`src/rtl/svs_pkg.sv`:
```
// Shared types and constants for the sound channel voice stealer.
`timescale 1ns / 1ps

package svs_pkg;

    localparam int CHANNELS = 32;
    localparam int IDX_W    = (CHANNELS > 1) ? $clog2(CHANNELS) : 1;

    // Field widths
    localparam int OP_W    = 2;
    localparam int ENT_W   = 16;
    localparam int SUB_W   = 9;
    localparam int TIME_W  = 32;
    localparam int DUR_W   = 24;
    localparam int REL_W   = 5;
    localparam int CHIDX_W = 5;
    localparam int ACT_W   = 6;

    // Compare width for cell index against active count
    localparam int ACT_CMP_W = ((IDX_W > ACT_W) ? IDX_W : ACT_W) + 1;

    // Highest sub-channel that may be overridden
    localparam logic [SUB_W-1:0] SUB_SINGLE_MAX = SUB_W'(255);

    // Stream payload widths
    localparam int S_TDATA_W = 88;
    localparam int M_TDATA_W = 8;
    localparam int CFG_IDX_W = 8;
    localparam int CFG_DAT_W = 16;

    // Configuration register indexes
    localparam logic [CFG_IDX_W-1:0] REG_ACTIVE   = CFG_IDX_W'(0);
    localparam logic [CFG_IDX_W-1:0] REG_LISTENER = CFG_IDX_W'(1);

    localparam logic [ACT_W-1:0] ACTIVE_RESET   = ACT_W'(32);
    localparam logic [ENT_W-1:0] LISTENER_RESET = '0;

    typedef enum logic [OP_W-1:0] {
        OP_PLAY     = 2'd0,
        OP_RELEASE  = 2'd1,
        OP_STOP_ALL = 2'd2
    } op_t;

    typedef enum logic [1:0] {
        ST_IDLE,
        ST_SCAN,
        ST_WRITE
    } ctl_state_t;

    // Request fields seen by every cell during a scan
    typedef struct packed {
        logic [ENT_W-1:0]  ent;
        logic [SUB_W-1:0]  sub;
        logic [TIME_W-1:0] now;
        logic [ENT_W-1:0]  lis;
    } req_t;

    // Running scan result handed from cell to cell
    typedef struct packed {
        logic              valid;
        logic              found;
        logic              stop;
        logic              refused;
        logic              pick_busy;
        logic [IDX_W-1:0]  pick;
        logic [TIME_W-1:0] life;
    } scan_t;

    // Table update broadcast to the cells
    typedef struct packed {
        logic              set;
        logic              clr_one;
        logic              clr_all;
        logic [IDX_W-1:0]  idx;
        logic [ENT_W-1:0]  owner;
        logic [SUB_W-1:0]  sub;
        logic [TIME_W-1:0] end_time;
    } wr_t;

endpackage

```
`src/rtl/svs_cell.sv`:
```
// One channel entry of the table and its step of the allocation scan.
`timescale 1ns / 1ps

module svs_cell (
    input  logic                       aclk,
    input  logic                       aresetn,
    input  logic [svs_pkg::IDX_W-1:0]  cell_idx,
    input  logic [svs_pkg::ACT_W-1:0]  active_channels,
    input  svs_pkg::req_t              req,
    input  svs_pkg::wr_t               wr,
    input  svs_pkg::scan_t             scan_in,
    output svs_pkg::scan_t             scan_out
);
    import svs_pkg::*;

    logic              busy_reg;
    logic [ENT_W-1:0]  owner_reg;
    logic [SUB_W-1:0]  sub_reg;
    logic [TIME_W-1:0] end_reg;
    scan_t             scan_reg;
    scan_t             scan_next;

    logic              in_range;
    logic              match;
    logic              protect;
    logic              hit;
    logic [TIME_W-1:0] rem;

    assign hit = (wr.idx == cell_idx);

    always_ff @(posedge aclk) begin
        if (!aresetn) begin
            busy_reg <= 1'b0;
        end else if (wr.clr_all || (wr.clr_one && hit)) begin
            busy_reg <= 1'b0;
        end else if (wr.set && hit) begin
            busy_reg <= 1'b1;
        end
    end

    // owner/sub/end are only read while busy
    always_ff @(posedge aclk) begin
        if (wr.set && hit) begin
            owner_reg <= wr.owner;
            sub_reg   <= wr.sub;
            end_reg   <= wr.end_time;
        end
    end

    always_comb begin
        in_range  = (ACT_CMP_W'(cell_idx) < ACT_CMP_W'(active_channels));
        match     = (req.sub != '0) && (owner_reg == req.ent) && (sub_reg == req.sub);
        protect   = (owner_reg == req.lis) && (req.ent != req.lis);
        rem       = end_reg - req.now;
        scan_next = scan_in;
        if (in_range && !scan_in.stop) begin
            if (!busy_reg) begin
                // first idle channel, unless a zero-remaining candidate exists
                if (scan_in.life != '0) begin
                    scan_next.pick      = cell_idx;
                    scan_next.found     = 1'b1;
                    scan_next.life      = '0;
                    scan_next.pick_busy = 1'b0;
                end
            end else if (match) begin
                scan_next.stop = 1'b1;
                if (req.sub > SUB_SINGLE_MAX) begin
                    scan_next.refused = 1'b1;
                end else begin
                    scan_next.pick      = cell_idx;
                    scan_next.found     = 1'b1;
                    scan_next.pick_busy = 1'b1;
                end
            end else if (!protect && (rem < scan_in.life)) begin
                scan_next.pick      = cell_idx;
                scan_next.found     = 1'b1;
                scan_next.life      = rem;
                scan_next.pick_busy = 1'b1;
            end
        end
    end

    // token valid is reset; the carried scan state only loads with a token
    always_ff @(posedge aclk) begin
        if (!aresetn) begin
            scan_reg.valid <= 1'b0;
        end else begin
            scan_reg.valid <= scan_in.valid;
        end
        if (scan_in.valid) begin
            scan_reg.found     <= scan_next.found;
            scan_reg.stop      <= scan_next.stop;
            scan_reg.refused   <= scan_next.refused;
            scan_reg.pick_busy <= scan_next.pick_busy;
            scan_reg.pick      <= scan_next.pick;
            scan_reg.life      <= scan_next.life;
        end
    end

    assign scan_out = scan_reg;

endmodule

```
`config.mk`:
```
export PLATFORM = sky130hd
export DESIGN_NAME = svs_cell
export DESIGN_NICKNAME = d
export VERILOG_FILES = /design/src/rtl/svs_pkg.sv /design/src/rtl/svs_cell.sv
export SDC_FILE = /design/constraint.sdc
export NUM_CORES = 1
export LEC_CHECK = 0
export ABC_AREA = 1
export BUFFER_PORTS_ARGS = -buffer_cell sky130_fd_sc_hd__buf_2
export CAP_MARGIN = 40
export CELL_PAD_IN_SITES_DETAIL_PLACEMENT = 1
export CELL_PAD_IN_SITES_GLOBAL_PLACEMENT = 2
export CORE_UTILIZATION = 30
export DETAILED_ROUTE_END_ITERATION = 7
export PLACE_DENSITY_LB_ADDON = 0.08
export SKIP_CTS_REPAIR_TIMING = 1
export SLEW_MARGIN = 10
export SYNTH_ARGS = -nofsm -noshare
export SYNTH_HDL_FRONTEND = slang
export SYNTH_SLANG_ARGS = --single-unit
```
`constraint.sdc`:
```
create_clock -name aclk -period 4.5 [get_ports aclk]
set_input_delay 0.9 -clock aclk [delete_from_list [all_inputs] [get_ports aclk]]
set_output_delay 0.9 -clock aclk [all_outputs]
set_load 0.1 [all_outputs]
```
* After elaboration in Yosys (flattened, before gate mapping)
Index checks and enable logic that the tools add are counted.
Operators by class: add/subtract/negate cells 1, magnitude comparators 3, equal/unequal tests 5, multiplexer cells 15, bitwise gates (word level) 1, reduce and logical (&&, ||, !) cells 13
Operators by type and width (count):
- $mux W38 | 3
- $mux W41 | 1
- $eq A16 B16 Y1 | 2
- $lt A32 B32 Y1 | 1
- $mux W32 | 1
- $reduce_bool A32 Y1 | 1
- $sub A32 B32 Y32 | 1
- $ne A16 B16 Y1 | 1
- $mux W6 | 2
- $eq A9 B9 Y1 | 1
- $gt A9 B8 Y1 const B | 1
- $reduce_bool A9 Y1 | 1
- $logic_and A1 B1 Y1 | 7
- $lt A5 B6 Y1 | 1
- $mux W1 | 6
- $eq A5 B5 Y1 | 1
- $mux W2 | 2
- $logic_not A1 Y1 | 2
- $reduce_or A2 Y1 | 1
- $logic_or A1 B1 Y1 | 1
- $not A1 Y1 | 1
Word-level totals: flip-flop bits (word level) 100, bits of input ports 193, output and inout bits 42, word-level logic and storage cells 49

* Depth between registers and ports, before layout
Gate-level depths: netlist (run 1).
depth in word-level cells 8, mapped depth 28, gate-level depth less buffers 27

* Worst setup path before layout (run 1)
No wires, ideal clock.
path kind input-to-reg, from input cell_idx[0] (netlist name), to register end_reg[0], enable pin, library setup time 0.474 ns, arrival 3.662 ns, data required time 4.026 ns, slack 0.365 ns, stages 4, buffers on the path 0, cell sequence xor2_1 > nor2_1 > nand4_1 > nor2_1
Between the ends: cells in the longest elaborated chain, start to end 2
Ends and longest elaborated chain:
- from (decl) | line svs_cell.sv:7 | input logic [svs_pkg::IDX_W-1:0] cell_idx,
- $eq A5 B5 Y1 | line svs_cell.sv:29 | assign hit = (wr.idx == cell_idx);
- $logic_and A1 B1 Y1 | line svs_cell.sv:43 | if (wr.set && hit) begin
- to (signal assigned) | line svs_cell.sv:46 | end_reg <= wr.end_time;
- to (decl) | line svs_cell.sv:19 | logic [TIME_W-1:0] end_reg;
Every way passes these cells. A chain may end at the register's enable or synchronous reset.

==> flow_summary_export.csv, run 1 <==
group,metric,value,unit
run_status,outcome,"finished, final reports clean",
yosys,async_flop_share,0,%
timing,setup_viol,0,
clock_tree,cts.sinks,100,
pwr,swShare,36.1,%
pwr,p_sw,0.981,mW
setup_path,crit_type,"in2reg",
setup_path,cp-end-kind,"flop",
floorplan,dieArea,27300,um^2
clock_tree,clk_path_buf_depth,2,
yosys,synth.distinct_cells,42,
yosys,synthTopCellsByArea,"edfxtp_1, nand2_1, ha_1, inv_1, a21oi_1",
yosys,synth-edff-count,98,
floorplan,core,26100,um^2
yosys,syn_nets,1290,
global_route,grt_overflow,0,
route,wirelength,26.2,mm
pwr,p_comb_share,32.2,%
pwr,clockPowerShare,28.1,%
cells_and_area,n_fill_cell,3307,
timing,whs,0.715,ns
setup_path,cp_data_required_time,4.61,ns
pwr,power_density,274,nW/um^2
clock_tree,htree_num_levels,3,
pwr,ir_worst_vdd,0.000163,V
timing,finalHoldViolCount,0,
pwr,leakagePower,4.95,nW
clock_tree,clk_latency,0.36,ns
floorplan,start_util,30.6,%
yosys,yosysWarnings,0,
global_route,grt_usage,19.5,%
cells_and_area,layout_commonest_cell,"nand2_1",
route,first_pass_iters,4,
worst_hold_path,hp-class,"in2reg",
setup_path,cp-start-kind,"input pin",
timing,finClkSkew,0.00964,ns
route,first_iter_violations,264,
setup_path,crit_arrival,4.14,ns
cells_and_area,final_nets,1540,
timing,fin_setup_tns,0,ns
floorplan,die_w,165,um
yosys,ys_ff_latch,100,
yosys,synthSimpleGateAreaFrac,27.6,%
route,vias,7571,
run,drv_cap,0,
global_route,grt_max_degree,59,
timing,final.setup.worst_slack,0.466,ns
floorplan,fp.dieH,165,um
cells_and_area,area_growth,24.5,%
cells_and_area,largest_reg_flops,42,
route,wl_per_cell,16.2,um
clock_tree,cts_tree,"yes",
floorplan,std_cell_rows,59,
yosys,synthAdderAreaFrac,10.6,%
placed_design,port_buffers,234,
global_route,antenna_found_initial,2,
clock_tree,clkTransAtPathRegs,0.07,ns
pwr,p_seq_share,39.7,%
global_route,grt_pass1_wl,39.9,mm
yosys,synth_top_area_share,36.9,%
global_route,grt_pass1_vias,7607,
setup_path,cp_max_fo,6,
route,final_antenna_net_count,0,
placed_design,dp_hpwl,21.9,mm
timing,fin_crit_sh,89.6,%
route,via_per_inst,4.67,
placed_design,dp_slack,0.0659,ns
timing,rsz0062_at_grt,"no",
yosys,synth_ff_type,"edfxtp_1",
yosys,synthMuxAreaShare,0,%
clock_tree,cts_buffers,9,
yosys,yosysSeqAreaShare,37.4,%
yosys,syn_inst,1030,
yosys,syn-cell-area,7980,um^2
yosys,synth-xor-area-share,6.81,%
timing,maxSlewHeadroom,63.4,%
timing,max_freq,0.248,GHz
route,drc,0,
yosys,synth_top_family_by_area,"simple AND/OR/NAND/NOR gates",
placed_design,place.gp.congestion,0.853,
floorplan,num_io_pins,235,
timing,min_period,4.03,ns
yosys,yosysTopAreaCell,"edfxtp_1",
pwr,intPower,1.74,mW
yosys,syn_area_per_cell,7.75,um^2
cells_and_area,drive_above_1_share,23.0,%
timing,slew_violations,0,
cells_and_area,final_cell_mix,"nand2_1, buf_2, inv_1, edfxtp_1, nor2_1",
yosys,synth-compound-area-share,9.00,%
timing,tightest_slew,0.548,ns
clock_tree,clockRootBuffer,"clkbuf_16",
final cells by class:
| class | instances | area [um^2] | share of cell area [%] |
|---|---|---|---|
| Timing Repair Buffer | 253 | 1350 | 13.6 |
| Antenna cell | 1 | 2.50 | 0.0252 |
| Tap cell | 335 | 419 | 4.22 |
| Sequential cell | 100 | 2980 | 30.0 |
| Multi-Input combinational cell | 760 | 4320 | 43.5 |
| Clock inverter | 3 | 22.5 | 0.227 |
| Inverter | 156 | 586 | 5.90 |
| Clock buffer | 13 | 250 | 2.52 |
worst max-delay path, stage by stage:
cell and delay, ns:
buf_2 0.08, inv_1 0.03, ha_1 0.35, a21oi_1 0.21, o21ai_0 0.18, a21oi_1 0.15
nand2_1 0.15, nand2_1 0.09, nand2_1 0.06, xnor2_1 0.27, inv_1 0.08, ha_1 0.30
a21oi_1 0.16, o21a_1 0.14, nand2_1 0.07, a21oi_2 0.24, buf_4 0.19, nand3_1 0.19
nand2_1 0.11, nand3_1 0.07, nand2_1 0.08, a21oi_1 0.05
final timing paths:
kind                                  from      endpoint  slack, ns  cells after the start
worst max-delay path               req[30]  scan_out[32]       0.47                     22
worst min-delay path                wr[20]   end_reg[20]       0.71                      1
worst max register to register  end_reg[0]   scan_out[0]       0.70                     27
worst min register to register    busy_reg      busy_reg       0.75                      1
metrics by stage:
step           total power [mW]  cell area [um^2]  util, %  cells
2_1_floorplan              1.70              7980        -   1030
3_3_place_gp               1.97              9620     36.9   1602
3_5_place_dp               1.99              9640     37.0   1603
4_1_cts                    2.77              9910     38.0   1619
5_1_grt                    2.88              9930     38.1   1621
6_report                   2.72              9930     38.1   1621
cell usage after synthesis, types with 3 or more instances:
cell and number:
nand3b_1 4, nor3_1 21, inv_2 4, edfxtp_1 98
inv_1 151, a21oi_2 3, nand3_1 48, nand2_2 5
xor2_1 37, nor2_1 86, nand2_1 270, o21ai_1 7
or2_1 9, ha_1 66, nor4_1 3, xnor2_1 25
a21o_1 3, nand4_1 32, nand3_2 10, buf_4 3
o21a_1 5, o21ai_0 36, a21oi_1 75, buf_2 6
layer usage:
layer / wire length, um / part of all wire, % / track usage [%]
met3: 1240 / 4.7 / 2.67
met2: 12800 / 49 / 34.8
met4: 213 / 0.81 / 3.71
met5: 11 / 0.042 / 0
met1: 11900 / 45 / 24.8
kinds of logic after synthesis:
group / Yosys count
compound gates: 134
buf+inv: 170
flops: 100
simple gates: 497
fa+ha+maj: 67
xor+xnor: 62
power by group through the flow:
stage               Clock, mW  Combinational, mW  Sequential, mW
floorplan                   0              0.412            1.29
global placement            0              0.872            1.10
detailed placement          0              0.885            1.10
CTS                     0.801              0.889            1.08
global route            0.824              0.975            1.08
finish                  0.765              0.875            1.08
Note: power is estimated with default switching activity, not from simulation.
==> inputs of run 2 (changes only) <==
- CORE_MARGIN: default -> 4
- CTS_CLUSTER_SIZE: default -> 20
==> run 2 against run 1 <==
Final area up 0.49%. Clock skew grew 0.0032 ns. First-iteration DRC count rose by 17%. Core utilization grew 0.079 points. Wire length is 4.1% higher. Via count up 0.21%. Critical endpoint is now scan_out[35]. Critical path depth is 4 higher. Maximum frequency fell by 0.77%. Total power increased by 1.9%. Count of clock-buffer cells in the layout is 4 lower. Global-route usage is 1.1 points lower.
==> flow_summary_export.csv, run 2 (same netlist as run 1, synthesis figures left out) <==
group,metric,value,unit
run_status,outcome,"finished, final reports clean",
pwr,leakagePower,4.96,nW
route,first_pass_iters,4,
floorplan,start_util,30.5,%
route,final_antenna_net_count,0,
route,via_per_inst,4.68,
cells_and_area,layout_commonest_cell,"nand2_1",
cells_and_area,antennaDiodeCount,0,
global_route,grt_pass1_wl,41.8,mm
route,vias,7587,
floorplan,die_w,171,um
setup_path,crit_arrival,4.17,ns
timing,fin_setup_tns,0,ns
timing,finalHoldViolCount,0,
clock_tree,cts.sinks,100,
placed_design,port_buffers,234,
cells_and_area,drive_above_1_share,23.1,%
setup_path,cp-end-kind,"flop",
cells_and_area,final_cell_mix,"nand2_1, buf_2, inv_1, edfxtp_1, nor2_1",
global_route,grt_pass1_vias,7817,
floorplan,num_io_pins,235,
global_route,grt_usage,18.4,%
worst_hold_path,min_path_cells,1,
setup_path,rr_worst_depth,26,
setup_path,crit_type,"in2reg",
placed_design,place.gp.congestion,0.818,
clock_tree,cts_tree,"yes",
worst_hold_path,hp-class,"in2reg",
cells_and_area,final_area,9980,um^2
setup_path,cp_max_fo,6,
global_route,antenna_found_initial,1,
clock_tree,clockRootBuffer,"clkbuf_16",
timing,max_freq,0.246,GHz
cells_and_area,largest_reg_flops,42,
timing,slew_violations,0,
pwr,power_density,278,nW/um^2
timing,fin_crit_sh,90.3,%
floorplan,dieArea,29300,um^2
placed_design,dp_hpwl,23.2,mm
global_route,grt_max_degree,33,
timing,rsz0062_at_grt,"no",
clock_tree,cts_buffers,9,
cells_and_area,final_nets,1540,
clock_tree,clk_path_buf_depth,2,
timing,min_period,4.07,ns
timing,tightest_slew,0.751,ns
timing,maxSlewHeadroom,49.9,%
global_route,grt_overflow,0,
floorplan,fp.dieH,171,um
cells_and_area,area_growth,25.1,%
route,wl_per_cell,16.8,um
route,first_iter_violations,309,
floorplan,core,26100,um^2
timing,setup_viol,0,
route,drc,0,
clock_tree,clk_latency,0.35,ns
clock_tree,htree_num_levels,3,
run,drv_cap,0,
route,wirelength,27.3,mm
timing,finClkSkew,0.0129,ns
placed_design,placed_cell_area,9680,um^2
setup_path,cp_data_required_time,4.61,ns
floorplan,std_cell_rows,59,
cells_and_area,n_fill_cell,3321,
setup_path,cp-start-kind,"input pin",
clock_tree,clkTransAtPathRegs,0.08,ns
pwr,ir_worst_vdd,0.000118,V
run 2: changes by cell type in the layout (fill, tap and decap cells not counted), sizes merged:
| cell | delta |
|---|---|
| clkbuf | -4 |
| clkinv | +2 |
| inv | +1 |
| diode | -1 |
| bufinv | +1 |
run 2: per-stage QoR:
step	total power [mW]	setup WS [ns]	instances	utilization [%]	hold slack, ns
after detailed placement	1.99	0.0120	1604	37.0	0.754
final	2.77	0.435	1620	38.2	0.715
after global routing	2.94	0.0322	1620	38.2	0.700
after floorplan	1.70	0.365	1030	-	0.622
after CTS	2.82	0.385	1620	38.2	0.698
after global placement	1.98	0.105	1602	36.9	0.758
run 2: layer usage:
layer | wire length (um) | vias to the layer above | global-route usage, %
li1 | - | 3894 | -
met1 | 12200 | 3529 | 23.7
met2 | 13800 | 147 | 33.4
met3 | 1090 | 15 | 1.96
met4 | 222 | 2 | 3.62
met5 | 13 | - | 0
run 2: critical path, stage by stage:
cell and delay (ns):
buf_2 0.08, ha_1 0.17, inv_1 0.07, fa_1 0.41, nand3_1 0.09, nand2_1 0.08, nand3_1 0.09, nand2_2 0.09
a21o_1 0.22, nand3_1 0.09, nand2_1 0.06, xor2_1 0.29, ha_1 0.30, nand2_1 0.07, inv_1 0.05, nand2_1 0.06
nand2_1 0.04, nand2_1 0.06, nand2_1 0.07, a21oi_2 0.23, buf_4 0.19, nand3_1 0.17, nand2_1 0.10, nand3_1 0.07
nand2_1 0.08, a21oi_1 0.06
run 2: worst paths after layout:
| kind | from | end | slack (ns) |
|---|---|---|---|
| worst max-delay path | req[16] | scan_out[35] | 0.43 |
| worst min-delay path | wr[22] | end_reg[22] | 0.72 |
| worst max register to register | end_reg[0] | scan_out[35] | 0.62 |
| worst min register to register | busy_reg | busy_reg | 0.76 |
run 2: area by class of cell:
class | instances | area [um^2] | share of cell area, %
clock buffer | 9 | 225 | 2.26
clock inverter | 7 | 65.1 | 0.652
inverter | 156 | 586 | 5.87
multi-input combinational | 760 | 4330 | 43.3
sequential | 100 | 2980 | 29.9
tap | 335 | 419 | 4.20
timing repair buffer | 253 | 1380 | 13.8
run 2: report_power, final:
| group | internal [mW] | leakage [nW] | switching [mW] |
|---|---|---|---|
| logic | 0.280 | 3.87 | 0.601 |
| registers | 1.07 | 0.944 | 0.0142 |
| clock network | 0.430 | 0.145 | 0.379 |
